## config.mk

```make
export PLATFORM = sky130hd
export DESIGN_NAME = percent_decode_utf8_check
export DESIGN_NICKNAME = d
export VERILOG_FILES = /design/src/pdu8_pkg.sv /design/src/percent_decode_utf8_check.sv
export VERILOG_INCLUDE_DIRS = /design/src /design/src/src
export SDC_FILE = /design/constraint.sdc
export NUM_CORES = 1
export LEC_CHECK = 0
export ABC_AREA = 1
export BUFFER_PORTS_ARGS = -buffer_cell sky130_fd_sc_hd__buf_2
export CAP_MARGIN = 30
export CORE_MARGIN = 5
export CORE_UTILIZATION = 30
export DETAILED_ROUTE_END_ITERATION = 16
export PLACE_DENSITY = 0.48
export SYNTH_ARGS = -nofsm -noshare
export SYNTH_HDL_FRONTEND = slang
export SYNTH_SLANG_ARGS = --single-unit
export TNS_END_PERCENT = 50
```

## constraint.sdc

```tcl
create_clock -name clk -period 9.25 [get_ports clk]
set_clock_uncertainty 0.1 [all_clocks]
set_input_delay 0 -clock clk [delete_from_list [all_inputs] [get_ports clk]]
set_output_delay 0 -clock clk [all_outputs]
set_load 0.02 [all_outputs]
```

## src/percent_decode_utf8_check_assert.svh

```systemverilog
`ifndef PERCENT_DECODE_UTF8_CHECK_ASSERT_SVH
`define PERCENT_DECODE_UTF8_CHECK_ASSERT_SVH

// Same-cycle implication, checked outside reset
`define PDU8_ASSERT_NOW(label, ante, cons, msg) \
    label: assert property (@(posedge clk) disable iff (!rst_n) (ante) |-> (cons)) \
        else $error(msg);

// Next-cycle implication, checked outside reset
`define PDU8_ASSERT_NEXT(label, ante, cons, msg) \
    label: assert property (@(posedge clk) disable iff (!rst_n) (ante) |=> (cons)) \
        else $error(msg);

`endif

```

## src/pdu8_pkg.sv

```systemverilog
package pdu8_pkg;

    typedef enum logic [2:0] {
        VERD_OK    = 3'd0,
        VERD_CTRL  = 3'd1,
        VERD_HEX   = 3'd2,
        VERD_TRUNC = 3'd3,
        VERD_UTF8  = 3'd4
    } verdict_t;

    typedef enum logic [1:0] {
        ESC_IDLE = 2'd0,
        ESC_ONE  = 2'd1,
        ESC_TWO  = 2'd2
    } esc_phase_t;

    typedef enum logic [2:0] {
        LEAD_PLAIN = 3'd0,
        LEAD_E0    = 3'd1,
        LEAD_ED    = 3'd2,
        LEAD_F0    = 3'd3,
        LEAD_F4    = 3'd4
    } lead_class_t;

    typedef struct packed {
        logic     kind;
        logic [7:0] data;
        verdict_t verd;
        logic     last;
    } item_t;

    localparam int unsigned MAX_ITEMS = 4;

    localparam logic [7:0] CH_PERCENT = 8'h25;
    localparam logic [7:0] CH_SLASH   = 8'h2F;
    localparam logic [7:0] CTRL_LIMIT = 8'h20;

    localparam logic [7:0] U8_TWO_LO   = 8'hC2;
    localparam logic [7:0] U8_TWO_HI   = 8'hDF;
    localparam logic [7:0] U8_THREE_LO = 8'hE0;
    localparam logic [7:0] U8_THREE_HI = 8'hEF;
    localparam logic [7:0] U8_LEAD_ED  = 8'hED;
    localparam logic [7:0] U8_FOUR_LO  = 8'hF0;
    localparam logic [7:0] U8_FOUR_HI  = 8'hF4;
    localparam logic [7:0] U8_CONT_LO  = 8'h80;
    localparam logic [7:0] U8_CONT_HI  = 8'hBF;
    localparam logic [7:0] U8_E0_LO    = 8'hA0;
    localparam logic [7:0] U8_ED_HI    = 8'h9F;
    localparam logic [7:0] U8_F0_LO    = 8'h90;
    localparam logic [7:0] U8_F4_HI    = 8'h8F;

    // {valid, nibble}
    function automatic logic [4:0] hex_nibble(input logic [7:0] ch);
        logic [4:0] r;
        r = 5'd0;
        if (ch >= 8'h30 && ch <= 8'h39) begin
            r = {1'b1, ch[3:0]};
        end
        else if ((ch >= 8'h41 && ch <= 8'h46) || (ch >= 8'h61 && ch <= 8'h66)) begin
            r = {1'b1, ch[3:0] + 4'd9};
        end
        return r;
    endfunction

endpackage

```

## src/percent_decode_utf8_check.sv

```systemverilog
// percent_decode_utf8_check: percent-decoder for one URI component, with
// strict UTF-8 checking of the decoded bytes.
//
// Input stream s_axis: one raw byte per transaction, tlast on the last byte
// of the component. Output stream m_axis: decoded data bytes (tuser 0) and,
// after the last input byte, one verdict item (tuser 1); tlast marks the last
// result caused by each input byte. cfg_we/cfg_wdata set query mode; the user
// must write it only while the block is idle, which the block does not enforce.
//
// A byte taken is held in the input register, decoded out of it and its
// results loaded into the result register that drives m_axis. Throughput is
// one byte per cycle while m_axis_tready stays high; a byte giving several
// results (path-mode escaped slash echoed as three characters, or data plus
// verdict) holds the result register until all of them are taken.
//
// Reset clears all component state and query mode. When the receiver
// deasserts m_axis_tready the current result holds, the input register fills
// and s_axis_tready drops once it holds a byte; nothing is lost.
`include "percent_decode_utf8_check_assert.svh"

module percent_decode_utf8_check
    import pdu8_pkg::*;
(
    input  logic        clk,
    input  logic        rst_n,
    input  logic        cfg_we,
    input  logic        cfg_wdata,      // query_mode
    input  logic        s_axis_tvalid,
    output logic        s_axis_tready,
    input  logic [7:0]  s_axis_tdata,   // [7:0] in_byte
    input  logic        s_axis_tlast,   // is_final
    output logic        m_axis_tvalid,
    input  logic        m_axis_tready,
    output logic [15:0] m_axis_tdata,   // [7:0] data_byte, [10:8] verdict, rest zero
    output logic        m_axis_tuser,   // item_kind
    output logic        m_axis_tlast    // end_of_run
);

    logic        query_mode_reg;

    logic        in_valid_reg;
    logic [7:0]  in_byte_reg;
    logic        in_final_reg;

    esc_phase_t  esc_reg,     esc_next;
    logic [7:0]  saved_reg,   saved_next;
    logic [1:0]  pend_reg,    pend_next;
    lead_class_t cls_reg,     cls_next;
    verdict_t    derr_reg,    derr_next;
    logic        uerr_reg,    uerr_next;

    item_t       itm_reg [MAX_ITEMS];
    item_t       itm_next [MAX_ITEMS];
    logic [2:0]  cnt_reg;
    logic [2:0]  cnt_next;

    logic        take;
    logic        load_ok;
    logic        fire;

    logic [4:0]  hi_nib;
    logic [4:0]  lo_nib;
    logic [7:0]  dec_val;
    logic        emit;
    logic        echo;
    logic [7:0]  ebyte;
    logic [7:0]  c_lo;
    logic [7:0]  c_hi;
    logic [1:0]  n_data;
    logic [2:0]  n_new;
    verdict_t    verd;
    logic [1:0]  pend_f;
    lead_class_t cls_f;
    logic        uerr_f;
    verdict_t    derr_f;
    esc_phase_t  esc_f;

    logic        out_verd;
    logic        out_data;
    logic        err_fire;
    logic        fin_fire;
    logic        comp_idle;

    assign take          = m_axis_tvalid && m_axis_tready;
    assign load_ok       = (cnt_reg == 3'd0) || (cnt_reg == 3'd1 && m_axis_tready);
    assign fire          = in_valid_reg && load_ok;
    assign s_axis_tready = !in_valid_reg || load_ok;

    assign m_axis_tvalid = (cnt_reg != 3'd0);
    assign m_axis_tdata  = {5'd0, itm_reg[0].verd, itm_reg[0].data};
    assign m_axis_tuser  = itm_reg[0].kind;
    assign m_axis_tlast  = itm_reg[0].last;

    assign hi_nib  = hex_nibble(saved_reg);
    assign lo_nib  = hex_nibble(in_byte_reg);
    assign dec_val = {hi_nib[3:0], lo_nib[3:0]};

    // escape decoding
    always_comb
    begin
        esc_f      = esc_reg;
        saved_next = saved_reg;
        derr_f     = derr_reg;
        emit       = 1'b0;
        echo       = 1'b0;
        ebyte      = in_byte_reg;
        if (derr_reg == VERD_OK)
        begin
            unique case (esc_reg)
                ESC_ONE:
                begin
                    saved_next = in_byte_reg;
                    esc_f      = ESC_TWO;
                    if (in_final_reg)
                    begin
                        derr_f = VERD_TRUNC;
                    end
                end
                ESC_TWO:
                begin
                    esc_f = ESC_IDLE;
                    priority if (!hi_nib[4] || !lo_nib[4] || dec_val < CTRL_LIMIT)
                    begin
                        derr_f = VERD_HEX;
                    end
                    else if (dec_val == CH_SLASH && !query_mode_reg)
                    begin
                        echo  = 1'b1;
                        ebyte = CH_PERCENT;
                    end
                    else
                    begin
                        emit  = 1'b1;
                        ebyte = dec_val;
                    end
                end
                default:
                begin
                    esc_f = ESC_IDLE;
                    priority if (in_byte_reg == CH_PERCENT)
                    begin
                        esc_f = ESC_ONE;
                        if (in_final_reg)
                        begin
                            derr_f = VERD_TRUNC;
                        end
                    end
                    else if (in_byte_reg < CTRL_LIMIT)
                    begin
                        derr_f = VERD_CTRL;
                    end
                    else
                    begin
                        emit = 1'b1;
                    end
                end
            endcase
        end
    end

    // UTF-8 check; echoed characters are all ASCII, so feeding the first is enough
    always_comb
    begin
        unique case (cls_reg)
            LEAD_E0:
            begin
                c_lo = U8_E0_LO;
                c_hi = U8_CONT_HI;
            end
            LEAD_ED:
            begin
                c_lo = U8_CONT_LO;
                c_hi = U8_ED_HI;
            end
            LEAD_F0:
            begin
                c_lo = U8_F0_LO;
                c_hi = U8_CONT_HI;
            end
            LEAD_F4:
            begin
                c_lo = U8_CONT_LO;
                c_hi = U8_F4_HI;
            end
            default:
            begin
                c_lo = U8_CONT_LO;
                c_hi = U8_CONT_HI;
            end
        endcase
    end

    always_comb
    begin
        pend_f = pend_reg;
        cls_f  = cls_reg;
        uerr_f = uerr_reg;
        if ((emit || echo) && !uerr_reg)
        begin
            if (pend_reg == 2'd0)
            begin
                cls_f = LEAD_PLAIN;
                priority if (!ebyte[7])
                begin
                    pend_f = 2'd0;
                end
                else if (ebyte >= U8_TWO_LO && ebyte <= U8_TWO_HI)
                begin
                    pend_f = 2'd1;
                end
                else if (ebyte >= U8_THREE_LO && ebyte <= U8_THREE_HI)
                begin
                    pend_f = 2'd2;
                    if (ebyte == U8_THREE_LO)
                    begin
                        cls_f = LEAD_E0;
                    end
                    else if (ebyte == U8_LEAD_ED)
                    begin
                        cls_f = LEAD_ED;
                    end
                end
                else if (ebyte >= U8_FOUR_LO && ebyte <= U8_FOUR_HI)
                begin
                    pend_f = 2'd3;
                    if (ebyte == U8_FOUR_LO)
                    begin
                        cls_f = LEAD_F0;
                    end
                    else if (ebyte == U8_FOUR_HI)
                    begin
                        cls_f = LEAD_F4;
                    end
                end
                else
                begin
                    uerr_f = 1'b1;
                end
            end
            else
            begin
                cls_f = LEAD_PLAIN;
                if (ebyte < c_lo || ebyte > c_hi)
                begin
                    uerr_f = 1'b1;
                    pend_f = 2'd0;
                end
                else
                begin
                    pend_f = pend_reg - 2'd1;
                end
            end
        end
    end

    // verdict, end-of-component clear, result group
    always_comb
    begin
        verd = derr_f;
        if (derr_f == VERD_OK && (uerr_f || pend_f != 2'd0))
        begin
            verd = VERD_UTF8;
        end

        esc_next  = esc_f;
        pend_next = pend_f;
        cls_next  = cls_f;
        derr_next = derr_f;
        uerr_next = uerr_f;
        if (in_final_reg)
        begin
            esc_next  = ESC_IDLE;
            pend_next = 2'd0;
            cls_next  = LEAD_PLAIN;
            derr_next = VERD_OK;
            uerr_next = 1'b0;
        end

        n_data = echo ? 2'd3 : (emit ? 2'd1 : 2'd0);
        n_new  = {1'b0, n_data} + {2'd0, in_final_reg};

        for (int k = 0; k < MAX_ITEMS; k++)
        begin
            itm_next[k] = '{kind: 1'b0, data: 8'd0, verd: VERD_OK, last: 1'b0};
        end
        if (echo)
        begin
            itm_next[0].data = CH_PERCENT;
            itm_next[1].data = saved_reg;
            itm_next[2].data = in_byte_reg;
        end
        else if (emit)
        begin
            itm_next[0].data = ebyte;
        end
        if (in_final_reg)
        begin
            itm_next[n_data].kind = 1'b1;
            itm_next[n_data].verd = verd;
        end
        for (int k = 0; k < MAX_ITEMS; k++)
        begin
            itm_next[k].last = ((3'(k) + 3'd1) == n_new);
        end
    end

    always_comb
    begin
        cnt_next = cnt_reg;
        if (fire)
        begin
            cnt_next = n_new;
        end
        else if (take)
        begin
            cnt_next = cnt_reg - 3'd1;
        end
    end

    always_ff @(posedge clk or negedge rst_n)
    begin
        if (!rst_n)
        begin
            query_mode_reg <= 1'b0;
            in_valid_reg   <= 1'b0;
            in_byte_reg    <= 8'd0;
            in_final_reg   <= 1'b0;
            esc_reg        <= ESC_IDLE;
            saved_reg      <= 8'd0;
            pend_reg       <= 2'd0;
            cls_reg        <= LEAD_PLAIN;
            derr_reg       <= VERD_OK;
            uerr_reg       <= 1'b0;
            cnt_reg        <= 3'd0;
            for (int k = 0; k < MAX_ITEMS; k++)
            begin
                itm_reg[k] <= '0;
            end
        end
        else
        begin
            if (cfg_we)
            begin
                query_mode_reg <= cfg_wdata;
            end
            if (s_axis_tready)
            begin
                in_valid_reg <= s_axis_tvalid;
            end
            if (s_axis_tready && s_axis_tvalid)
            begin
                in_byte_reg  <= s_axis_tdata;
                in_final_reg <= s_axis_tlast;
            end
            if (fire)
            begin
                esc_reg   <= esc_next;
                saved_reg <= saved_next;
                pend_reg  <= pend_next;
                cls_reg   <= cls_next;
                derr_reg  <= derr_next;
                uerr_reg  <= uerr_next;
                for (int k = 0; k < MAX_ITEMS; k++)
                begin
                    itm_reg[k] <= itm_next[k];
                end
            end
            else if (take)
            begin
                for (int k = 0; k < MAX_ITEMS - 1; k++)
                begin
                    itm_reg[k] <= itm_reg[k + 1];
                end
            end
            cnt_reg <= cnt_next;
        end
    end

    assign out_verd  = m_axis_tvalid && m_axis_tuser;
    assign out_data  = m_axis_tvalid && !m_axis_tuser;
    assign err_fire  = fire && derr_reg != VERD_OK;
    assign fin_fire  = fire && in_final_reg;
    assign comp_idle = esc_reg == ESC_IDLE && pend_reg == 2'd0 && derr_reg == VERD_OK
                       && !uerr_reg;

    `PDU8_ASSERT_NOW(a_verdict_ends_run, out_verd, m_axis_tlast, "verdict not last of run")
    `PDU8_ASSERT_NOW(a_data_no_verdict, out_data, m_axis_tdata[10:8] == 3'd0, "data with verdict")
    `PDU8_ASSERT_NOW(a_error_blocks_data, err_fire, !emit && !echo, "data after decode error")
    `PDU8_ASSERT_NEXT(a_final_clears, fin_fire, comp_idle, "state not cleared after last byte")

endmodule

```

Word-level counts from Yosys, hierarchy flattened. Index checks and enable logic that the tools add are counted.

Register bits: 85. Bits in latches: 0. Memory bits (writable): 0. Bits in read-only memories: 0. Input bits: 15. Output and inout bits: 20. Memories: 0.

Add/sub/neg operators: 5. Multipliers: 0. Div/mod/pow operators: 0. Order comparisons: 24. Equality and inequality tests: 17. Shifts and indexed selects: 0. Mux-type cells: 76. Bitwise gates (word level): 1. Reductions and logical operators: 43.

Operator list (number): $bwmux W52 (2); $mux W39 (2); $mux W8 (8); $mux W3 (18); $demux W13 S2 (2); $mux W52 (1); $eq A8 B8 Y1 const B (4); $ge A8 B7 Y1 const B (4); $le A8 B7 Y1 const B (4); $mux W2 (13); $ge A8 B8 Y1 const B (3); $le A8 B8 Y1 const B (3); $pmux W6 S2 (2); $mux W5 (4); $mux W1 (19); $logic_and A1 B1 Y1 (17); $eq A8 B6 Y1 const B (2); $ge A8 B6 Y1 const B (2); $le A8 B6 Y1 const B (2); $lt A8 B6 Y1 const B (2); $mux W13 (1); $logic_not A3 Y1 (3); $logic_or A1 B1 Y1 (9); $add A4 B4 Y4 const B (2); other kinds (26) (37).

Logic depth before layout (Yosys ltp). Gate-level depths: netlist of run 1.

Depth after elaboration: 26. Mapped depth: 30. Mapped depth without buffers: 30.

Least setup slack after synthesis of run 1. OpenSTA, ideal clock, no wires.

Path kind: register to register. Start: register saved_reg[0]. End: register itm_reg[29] in the netlist's numbering. Setup time: 73 ps. Arrival time: 2821 ps. Required time: 9077 ps. Path slack: 6256 ps. Cell stages (with the launch flop): 25. Clock period less this slack: 2994 ps. Path through: dfrtp_1 inv_1 ha_1 nand2_2 nand3_2 nand2_4 o21ai_2 inv_2 nand3_4 nand2_2 nor2_2 nand3_1 nand2_2 inv_1 ha_1 a21oi_1 o21bai_2 nand3b_1 a21oi_2 nor2_1 nand2_1 nand2_1 nand2_2 nand2_1 a21oi_2.

Cells in the longest elaborated chain, start to end: 26.

RTL lines: from (decl) (RTL line percent_decode_utf8_check.sv:46) `logic [7:0] saved_reg, saved_next;`; from (signal assigned) (RTL line percent_decode_utf8_check.sv:358) `saved_reg <= saved_next;`; $ge A8 B7 Y1 / $le A8 B7 Y1 (equally long branches) (RTL line pdu8_pkg.sv:59) `else if ((ch >= 8'h41 && ch <= 8'h46) || (ch >= 8'h61 && ch <= 8'h66)) begin`; $logic_and A1 B1 Y1 (RTL line pdu8_pkg.sv:59); $logic_or A1 B1 Y1 (RTL line pdu8_pkg.sv:59); $mux W5 (RTL line pdu8_pkg.sv:59); $mux W5 (*) (RTL line pdu8_pkg.sv:56) `if (ch >= 8'h30 && ch <= 8'h39) begin`; branches (longest 18 deep; another with $lt A8 B6 Y1); $bwmux W52 (*) (RTL line percent_decode_utf8_check.sv:299) `itm_next[n_data].verd = verd;`; $mux W52 (*) (RTL line percent_decode_utf8_check.sv:296) `if (in_final_reg)`; $mux W39 (*) (RTL line percent_decode_utf8_check.sv:355) `if (fire)`; to (signal, indexed assignment) (RTL line percent_decode_utf8_check.sv:365) `itm_reg[k] <= itm_next[k];`; to (signal, indexed assignment) (RTL line percent_decode_utf8_check.sv:372) `itm_reg[k] <= itm_reg[k + 1];`; to (decl) (RTL line percent_decode_utf8_check.sv:52) `item_t itm_reg [MAX_ITEMS];`.

Mark *: on every way between the ends. A chain may end at the register's enable or synchronous reset.

Worst setup path after layout of run 1.
Start: register saved_reg[1]. End: register itm_reg[29] in the netlist's numbering.

Same word-level chain as after synthesis.

==> qor.yml, run 1 <==
run_status:
  status: "finished clean"
global_routing:
  first_global_vias: 3970
  use_met1_pct: 18.5
  grt_pass1_wl_um: 20100
  grt_start_max_net_pins: 59
  grt_usage_pct: 13.7
  gr-usage-met3_pct: 2.12
  antenna_found_initial: 0
  grtUsageMet2_pct: 22.1
  overflow: 0
  grt-busiest-layer: "met2"
job:
  cap_violations: 0
worst_hold_path:
  hp-class: "primary input to register"
  hold_depth: 3
setup_path:
  cp_common_cell: "nand2_2"
  worstRegToRegCells: 25
  crit_end: "itm_reg[29]"
  critPathCaptureType: "register"
  cp.required_ps: 9430
  crit_fanout: 5
  r2r-end: "itm_reg[29]"
  worstSetupPathType: "register to register"
  reg2reg_slack_ps: 5830
  reg2reg_from: "saved_reg[1]"
  cpPeakStageDelay_ps: 450
  startpoint_type: "register"
  critPathSlowestCell: "dfrtp_1"
  crit_arrival_ps: 3600
  crit_path_start: "saved_reg[1]"
sta:
  hold_viol: 0
  finalCriticalPeriod_ps: 3420
  setup_tns_ps: 0
  rsz0062_at_grt: "false"
  fmax_mhz: 292
  maxSlewViolCount: 0
  timing.slew.headroom_pct: 42.5
  worst_pin_slew_ps: 860
  setup_viol: 0
  period_share_pct: 37.0
final_layout:
  nets: 653
  areaGrowthSynthToFinish_pct: 15.8
  final_layout_size_suffix_gt1_share_pct: 20.3
  antennaDiodeCount: 0
  fin_area_mm2: 0.00538
  largest_reg_flops: 30
  n_fill_cell: 1598
yosys:
  synthFlopType: "dfrtp_1"
  syn_inst: 588
  ys_seq_elements: 76
  synth-async-reset-ratio_pct: 100
  synth.avg_cell_area_um2: 7.91
  synth_warnings: 0
  ys_seq_area_share_pct: 40.9
  syn-cell-area_mm2: 0.00465
  synth-edff-count: 0
  synth_cell_types: 44
floorplanning:
  io_pins: 35
  core_area_mm2: 0.0152
  start_util_pct: 30.6
  die_h_um: 134
  fp.dieW_um: 134
  num_rows: 45
  die_area_mm2: 0.0181
placed_design:
  io_buffers: 29
  gp_congestion: 0.880
  place_area_mm2: 0.00490
  dp_hpwl_um: 8530
clock_tree:
  htree_levels: 3
  cts_tree: "built"
  clock-root-buffer: "clkbuf_16"
  post_cts_resized: 0
  clkTransAtPathRegs_ps: 70
  clkSinkCount: 76
  clock_path_buffers: 2
  cts_buffers: 9
  clock_latency_ps: 350
  cts_hold_buf: 14
  cts_setup_buffers: 0
routing:
  drtIter0Drc: 211
  dr.pass1.iters: 5
  totalWireLength_um: 11500
  ant_nets: 0
  detail_route.wl_per_cell_um: 14.1
  via_per_inst: 4.80
  drc_errors: 0
  vias: 3907
pwr:
  leakagePower_uw: 0.00251
  p_per_area_mw_per_mm2: 294
  peakVddDrop_mv: 0.150
cells by family (layout without fill, tap and decap cells):
| family | Yosys count | after routing | synth area share (%) |
|---|---|---|---|
| AND/OR/NAND/NOR | 277 | 277 | 30.2 |
| buffers and inverters | 100 | 134 | 9.66 |
| adder cells (fa/ha/maj) | 17 | 17 | 4.58 |
| XOR/XNOR | 2 | 2 | 0.377 |
| flip-flops | 76 | 76 | 40.9 |
| AO/OA/AOI/OAI | 115 | 115 | 14.2 |
| other | 1 | 5 | 0.0807 |
power breakdown:
group	internal (µW)	switching, µW	total (µW)
clock	266	151	416
sequential	417	56.1	473
combinational	217	476	693
cells in the final DEF, fill, tap and decap left out, types with 2 or more instances in the layout:
cell type	synthesis	layout
nor2_1	66	66
buf_2	0	28
bufinv_16	0	3
nand2_1	113	113
dlygate4sd3_1	0	14
nand4_1	2	2
nor4_1	2	2
nor2_2	8	8
nor3_4	2	2
nand2_2	24	24
conb_1	1	5
buf_4	17	5
nor3_1	4	4
inv_2	13	13
nand3b_1	2	2
dfrtp_1	76	76
inv_6	0	2
o31ai_1	5	5
nand3_2	6	6
a21oi_2	3	3
o2111ai_1	2	2
o21ai_2	2	3
nor2_4	4	4
clkbuf_16	0	9
o22ai_1	2	2
inv_1	57	57
a22oi_1	5	5
ha_1	17	17
nand3_4	2	2
o21ai_0	34	33
o211ai_1	2	2
a21oi_1	54	54
nand2_4	7	7
a32o_1	2	2
nand3_1	30	30
worst min-delay path by stage:
stage / slack (ps) / start / end
2_1_floorplan: -400 / rst_n / cls_reg[0]
3_3_place_gp: -200 / rst_n / in_byte_reg[7]
3_5_place_dp: -190 / rst_n / in_byte_reg[7]
4_1_cts: 160 / s_axis_tvalid / in_valid_reg
5_1_grt: 260 / s_axis_tvalid / in_valid_reg
6_report: 150 / s_axis_tvalid / in_valid_reg
critical path, delay by kind of cell, from the launching register on:
family	cells	cell delay [ps]
AND/OR/NAND/NOR	17	1500
flip-flops	1	450
adder cells (fa/ha/maj)	2	520
buffers and inverters	2	200
AO/OA/AOI/OAI	4	570
synth_stat cells (3+ instances only):
cell        n  area (µm²)
a21oi_1    54         270
nor2_4      4        45.0
nor3_1      4        20.0
ha_1       17         213
nand2_4     7        78.8
nand3_1    30         150
nor2_2      8        50.1
nand3_2     6        60.1
o31ai_1     5        37.5
inv_2      13        48.8
o21ai_0    34         170
buf_4      17         128
inv_1      57         214
nand2_2    24         150
dfrtp_1    76        1900
a21oi_2     3        26.3
nor2_1     66         248
a22oi_1     5        37.5
clkbuf_1   11        41.3
nand2_1   113         424
metrics by stage:
step	power, µW	hold WS, ps	setup WS (ps)	cells	utilization [%]
2_1_floorplan	1020	-396	6260	592	-
3_3_place_gp	1160	-200	5950	784	32.2
3_5_place_dp	1180	-194	5840	784	32.2
4_1_cts	1610	162	5830	814	35.4
5_1_grt	1720	263	5460	814	35.4
6_report	1580	152	5830	814	35.4
metal layers:
layer	wire [µm]	share of wire (%)
met5	0	0
met4	246	2.1
met3	305	2.7
met2	5390	47
met1	5560	48
final cells by class:
class	instances	area [µm²]	share of cell area [%]
clock buffers	9	225	4.18
clock inverters	7	121	2.25
inverters	71	267	4.95
multi-input cells	416	2320	43.0
flip-flops and latches	76	1900	35.3
well taps	188	235	4.37
repair buffers	47	318	5.90
No activity file was read; power rests on OpenSTA's default activity.
==> inputs of run 2 (changes only) <==
--- a/config.mk
+++ b/config.mk
@@ -12,7 +12,7 @@
 export CORE_MARGIN = 5
 export CORE_UTILIZATION = 30
 export DETAILED_ROUTE_END_ITERATION = 16
-export PLACE_DENSITY = 0.48
+export PLACE_DENSITY = 0.49
 export SYNTH_ARGS = -nofsm -noshare
 export SYNTH_HDL_FRONTEND = slang
 export SYNTH_SLANG_ARGS = --single-unit
==> constraint.sdc (replaced) <==
create_clock -name clk -period 3.02 [get_ports clk]
set_clock_uncertainty 0.1 [all_clocks]
set_input_delay 0 -clock clk [delete_from_list [all_inputs] [get_ports clk]]
set_output_delay 0 -clock clk [all_outputs]
set_load 0.02 [all_outputs]
==> qor.yml, run 2 (same netlist as run 1, synthesis figures left out) <==
run_status:
  status: "finished, violations left"  # was finished clean
  violations: "setup timing"
clock_tree:
  clock-root-buffer: "clkbuf_16"  # unchanged
  cts_buffers: 9  # unchanged
  clkTransAtPathRegs_ps: 60  # was 70 ps
  clock_latency_ps: 350  # about the same
  htree_levels: 3  # unchanged
  clock_path_buffers: 2  # unchanged
  cts_tree: "built"  # unchanged
  clkSinkCount: 76  # unchanged
routing:
  dr.pass1.iters: 4  # was 5
  totalWireLength_um: 12400  # was 11500 µm
  detail_route.wl_per_cell_um: 14.3  # was 14.1 µm
  drc_errors: 0  # unchanged
  via_per_inst: 4.81  # was 4.80
  ant_nets: 0  # unchanged
  drtIter0Drc: 212  # was 211
  vias: 4173  # was 3907
global_routing:
  gr-usage-met3_pct: 2.38  # was 2.12%
  grt-busiest-layer: "met2"  # unchanged
  antenna_found_initial: 0  # unchanged
  first_global_vias: 4206  # was 3970
  grt_pass1_wl_um: 20800  # was 20100 µm
  grt_usage_pct: 14.2  # was 13.7%
  grt_start_max_net_pins: 47  # was 59
  use_met1_pct: 18.8  # was 18.5%
  grtUsageMet2_pct: 23.4  # was 22.1%
  overflow: 0  # unchanged
setup_path:
  crit_fanout: 5  # unchanged
  critPathSlowestCell: "dfrtp_2"  # was dfrtp_1
  crit_buf_inv: 4  # was 2
  worstSetupPathType: "register to register"  # unchanged
  cp_common_cell: "nand2_2"  # unchanged
  cpPeakStageDelay_ps: 450  # about the same
  critPathTopFamily: "simple AND/OR/NAND/NOR gates"  # unchanged
  cp.required_ps: 3200  # was 9430 ps
  startpoint_type: "register"  # unchanged
  critPathCaptureType: "register"  # unchanged
  crit_arrival_ps: 3270  # was 3600 ps
final_layout:
  fin_area_mm2: 0.00609  # was 0.00538 mm²
  largest_reg_flops: 30  # unchanged
  nets: 708  # was 653
  final_cell_mix: "97 x nand2_1, 75 x dfrtp_1, 59 x nor2_1, 54 x inv_1, 53 x buf_4"  # was 113 x nand2_1, 76 x dfrtp_1, 66 x nor2_1, 57 x inv_1, 54 x a21oi_1
  final_layout_size_suffix_gt1_share_pct: 33.2  # was 20.3%
  areaGrowthSynthToFinish_pct: 31.1  # was 15.8%
  utilization_pct: 40.1  # was 35.4%
  layout_commonest_cell: "nand2_1"  # unchanged
  antennaDiodeCount: 0  # unchanged
floorplanning:
  start_util_pct: 30.6  # unchanged
  die_area_mm2: 0.0181  # unchanged
  fp.dieW_um: 134  # unchanged
  io_pins: 35  # unchanged
  core_area_mm2: 0.0152  # unchanged
  die_h_um: 134  # unchanged
  num_rows: 45  # unchanged
sta:
  finalCriticalPeriod_ps: 3100  # was 3420 ps
  hold_viol: 0  # unchanged
  timing.slew.headroom_pct: 51.1  # was 42.5%
  setup_viol: 4  # was 0
  rsz0062_at_grt: "true"  # was false
  worst_pin_slew_ps: 733  # was 860 ps
  fmax_mhz: 323  # was 292 MHz
  period_share_pct: 103  # was 37.0%
  fin_ws_ps: -77.9  # was 5830 ps
  setup_tns_ps: -228  # was 0 ps
  maxSlewViolCount: 0  # unchanged
placed_design:
  gp_congestion: 0.839  # was 0.880
  dp_hpwl_um: 8860  # was 8530 µm
  place_area_mm2: 0.00522  # was 0.00490 mm²
  io_buffers: 29  # unchanged
pwr:
  peakVddDrop_mv: 0.674  # was 0.150 mV
  leakagePower_uw: 0.00285  # was 0.00251 µW
  p_per_area_mw_per_mm2: 855  # was 294 mW/mm²
worst_hold_path:
  hp-class: "primary input to register"  # unchanged
job:
  cap_violations: 0  # unchanged
==> run 2: metrics by stage <==
step / setup WS [ps] / power (µW) / hold slack (ps) / cells
CTS: -118 / 5050 / 1.45 / 860
detailed placement: -110 / 3830 / -107 / 824
floorplan: 25.8 / 3120 / -396 / 592
finish: -77.9 / 5210 / 13.2 / 868
global placement: -28.0 / 3790 / 110 / 823
global route: -307 / 5610 / 75.6 / 868
==> run 2: worst reg2reg max path: cells and delay by family (launching register included) <==
family | cells | cell delay [ps]
AO/OA/AOI/OAI | 4 | 490
adder cells (fa/ha/maj) | 1 | 140
buffers and inverters | 4 | 510
AND/OR/NAND/NOR | 17 | 1330
flip-flops | 1 | 450
==> run 2: worst paths after layout <==
path | end | startpoint | slack, ps | cells after the start
min in group asynchronous | in_byte_reg[2] | rst_n | 50 | 2
setup reg to reg | itm_reg[29] | saved_reg[0] | -80 | 26
max in group asynchronous | m_axis_tdata[0] | rst_n | 2170 | 3
hold reg to reg | m_axis_tdata[6] | m_axis_tdata[6] | 380 | 2
setup / recovery | itm_reg[29] | saved_reg[0] | -80 | 26
hold / removal | in_valid_reg | m_axis_tready | 10 | 6
==> run 2: per-layer routing <==
metal  vias to the layer above  wire length [µm]
li1                       2056                 -
met1                      2037              5770
met2                        66              5960
met3                        14               494
met4                         0               225
met5                         -                 0
==> run 2: area by class of cell <==
class / instances / area [µm²]
clock buffer: 12 / 246
sequential: 76 / 1900
multi-input combinational: 416 / 2600
inverter: 71 / 272
clock inverter: 3 / 47.5
timing repair buffer: 102 / 792
tap: 188 / 235
fill: 1551 / 9110
==> run 2: power breakdown <==
group / total [µW] / switching (µW) / internal, µW
Combinational: 2680 / 1680 / 1000
Clock: 1090 / 429 / 662
Sequential: 1440 / 164 / 1280
Total: 5210 / 2270 / 2940
==> run 2: repair_timing <==
item                       CTS  global route
hold endpoints to repair    86             0
gates resized for setup     32            42
hold buffers                13             0
buffers inserted             9             8
pin swaps                   30            12
setup endpoints to repair    3            13
==> inputs of run 3 (changes only) <==
--- a/config.mk
+++ b/config.mk
@@ -13,6 +13,7 @@
 export CORE_UTILIZATION = 30
 export DETAILED_ROUTE_END_ITERATION = 16
 export PLACE_DENSITY = 0.49
+export RECOVER_POWER = 100
 export SYNTH_ARGS = -nofsm -noshare
 export SYNTH_HDL_FRONTEND = slang
 export SYNTH_SLANG_ARGS = --single-unit
==> qor.yml, run 3 (same netlist as run 1, synthesis figures left out) <==
pwr:
  leakagePower_uw: 0.00279  # was 0.00285 µW
  peakVddDrop_mv: 0.658  # was 0.674 mV
  p_per_area_mw_per_mm2: 856  # was 855 mW/mm²
sta:
  fmax_mhz: 321  # was 323 MHz
  hold_viol: 0  # unchanged
  setup_viol: 4  # unchanged
  fin_ws_ps: -90.5  # was -77.9 ps
  worst_pin_slew_ps: 1870  # was 733 ps
  period_share_pct: 103  # about the same
  finalCriticalPeriod_ps: 3110  # was 3100 ps
  maxSlewViolCount: 34  # was 0
  timing.slew.headroom_pct: -24.9  # was 51.1%
  rsz0062_at_grt: "true"  # unchanged
final_layout:
  post_layout_nonfiller_instances: 868  # unchanged
  fin_area_mm2: 0.00604  # was 0.00609 mm²
  final_layout_size_suffix_gt1_share_pct: 30.6  # was 33.2%
  final_cell_mix: "97 x nand2_1, 75 x dfrtp_1, 59 x nor2_1, 54 x inv_1, 51 x buf_4"  # was 97 x nand2_1, 75 x dfrtp_1, 59 x nor2_1, 54 x inv_1, 53 x buf_4
  areaGrowthSynthToFinish_pct: 30.0  # was 31.1%
  antennaDiodeCount: 0  # unchanged
  n_fill_cell: 1566  # was 1551
  largest_reg_flops: 30  # unchanged
  nets: 708  # unchanged
  layout_commonest_cell: "nand2_1"  # unchanged
setup_path:
  worstSetupPathType: "register to register"  # unchanged
  cpPeakStageDelay_ps: 450  # about the same
  startpoint_type: "register"  # unchanged
  r2r-end: "itm_reg[29]"  # unchanged
  critPathSlowestCell: "dfrtp_2"  # unchanged
  critPathCaptureType: "register"  # unchanged
  cp_common_cell: "nand2_2"  # unchanged
  worstRegToRegCells: 28  # was 26
  crit_arrival_ps: 3290  # was 3270 ps
  cp.required_ps: 3200  # about the same
  reg2reg_slack_ps: -90  # was -80 ps
  crit_fanout: 5  # unchanged
  reg2reg_from: "saved_reg[0]"  # unchanged
clock_tree:
  clock-root-buffer: "clkbuf_16"  # unchanged
  cts_tree: "built"  # unchanged
  clkTransAtPathRegs_ps: 60  # about the same
  clock_latency_ps: 350  # about the same
  cts_buffers: 9  # unchanged
  htree_levels: 3  # unchanged
  clkSinkCount: 76  # unchanged
  clock_path_buffers: 2  # unchanged
global_routing:
  grt_start_max_net_pins: 47  # unchanged
  gr-usage-met3_pct: 2.38  # unchanged
  use_met1_pct: 18.8  # unchanged
  first_global_vias: 4206  # unchanged
  grt-busiest-layer: "met2"  # unchanged
  grtUsageMet2_pct: 23.4  # unchanged
  grt_usage_pct: 14.2  # unchanged
  overflow: 0  # unchanged
  grt_pass1_wl_um: 20800  # unchanged
  antenna_found_initial: 0  # unchanged
routing:
  drtIter0Drc: 213  # was 212
  vias: 4178  # was 4173
  dr.pass1.iters: 5  # was 4
  via_per_inst: 4.81  # about the same
  totalWireLength_um: 12500  # was 12400 µm
  drc_errors: 0  # unchanged
  detail_route.wl_per_cell_um: 14.4  # was 14.3 µm
  ant_nets: 0  # unchanged
floorplanning:
  die_area_mm2: 0.0181  # unchanged
  fp.dieW_um: 134  # unchanged
  die_h_um: 134  # unchanged
  num_rows: 45  # unchanged
  start_util_pct: 30.6  # unchanged
  io_pins: 35  # unchanged
  core_area_mm2: 0.0152  # unchanged
run_status:
  violations: "capacitance limit, slew limit, setup timing"  # was setup timing
  status: "finished, violations left"  # unchanged
placed_design:
  place_inst: 824  # unchanged
  gp_congestion: 0.839  # unchanged
  dp_hpwl_um: 8860  # unchanged
  place_ws_ps: -110  # unchanged
  io_buffers: 29  # unchanged
  place_area_mm2: 0.00522  # unchanged
worst_hold_path:
  hold_depth: 6  # unchanged
  hp-class: "primary input to register"  # unchanged
  hold_path_end: "in_valid_reg"  # unchanged
  hp-start: "m_axis_tready"  # unchanged
job:
  cap_violations: 1  # was 0
## run 3: critical path: cells and delay by family (launching register included)
kind                       cells  cell delay (ps)
AOI/OAI and AO/OA              1              130
adders and majority gates      1              140
buffers and inverters          3              340
DFF                            1              450
and+or+nand+nor               23             1870
## run 3: power breakdown
group | leakage (µW) | switching (µW) | internal (µW) | total, µW
clock network | 0.000143 | 430 | 662 | 1090
logic | 0.00166 | 1680 | 962 | 2640
registers | 0.000981 | 167 | 1280 | 1450
## run 3: what timing repair did
item / in CTS / in global routing
endpoints found under the hold margin: 86 / 0
setup buffers: 9 / 8
hold buffers: 13 / 0
gates resized for setup: 32 / 42
pin swaps: 30 / 12
setup endpoints to repair: 3 / 13
## run 3: worst max path at each step
stage                    from               end
5_1_grt        in_byte_reg[1]  m_axis_tdata[10]
2_1_floorplan    saved_reg[0]       itm_reg[29]
4_1_cts          saved_reg[0]  m_axis_tdata[10]
3_3_place_gp     saved_reg[0]        itm_reg[3]
3_5_place_dp     saved_reg[0]  m_axis_tdata[10]
6_report         saved_reg[0]       itm_reg[29]
## run 3: area by class of cell
cell class | instances | area, µm² | share of cell area, %
Clock buffer | 12 | 246 | 4.08
Clock inverter | 3 | 47.5 | 0.787
Multi-Input combinational cell | 416 | 2590 | 42.9
Sequential cell | 76 | 1900 | 31.5
Timing Repair Buffer | 102 | 746 | 12.3
Inverter | 71 | 272 | 4.49
Tap cell | 188 | 235 | 3.89
## run 3: per-stage QoR
stage                     utilization [%]  TNS, ps  power, µW  hold WS, ps
after global placement               34.1    -70.1       3790          110
after global routing                 39.8    -1540       5570         77.7
after detailed placement             34.3     -298       3830         -107
final                                39.8     -258       5180         14.6
after floorplan                         -        0       3120         -396
after CTS                            38.5     -351       5050         1.45
## run 3: metal layers
layer | vias to the layer above | wire [µm] | part of all wire [%]
met5 | - | 0 | 0
met4 | 0 | 224 | 1.8
met3 | 14 | 453 | 3.6
met2 | 64 | 5960 | 48
met1 | 2044 | 5830 | 47
li1 | 2056 | - | -
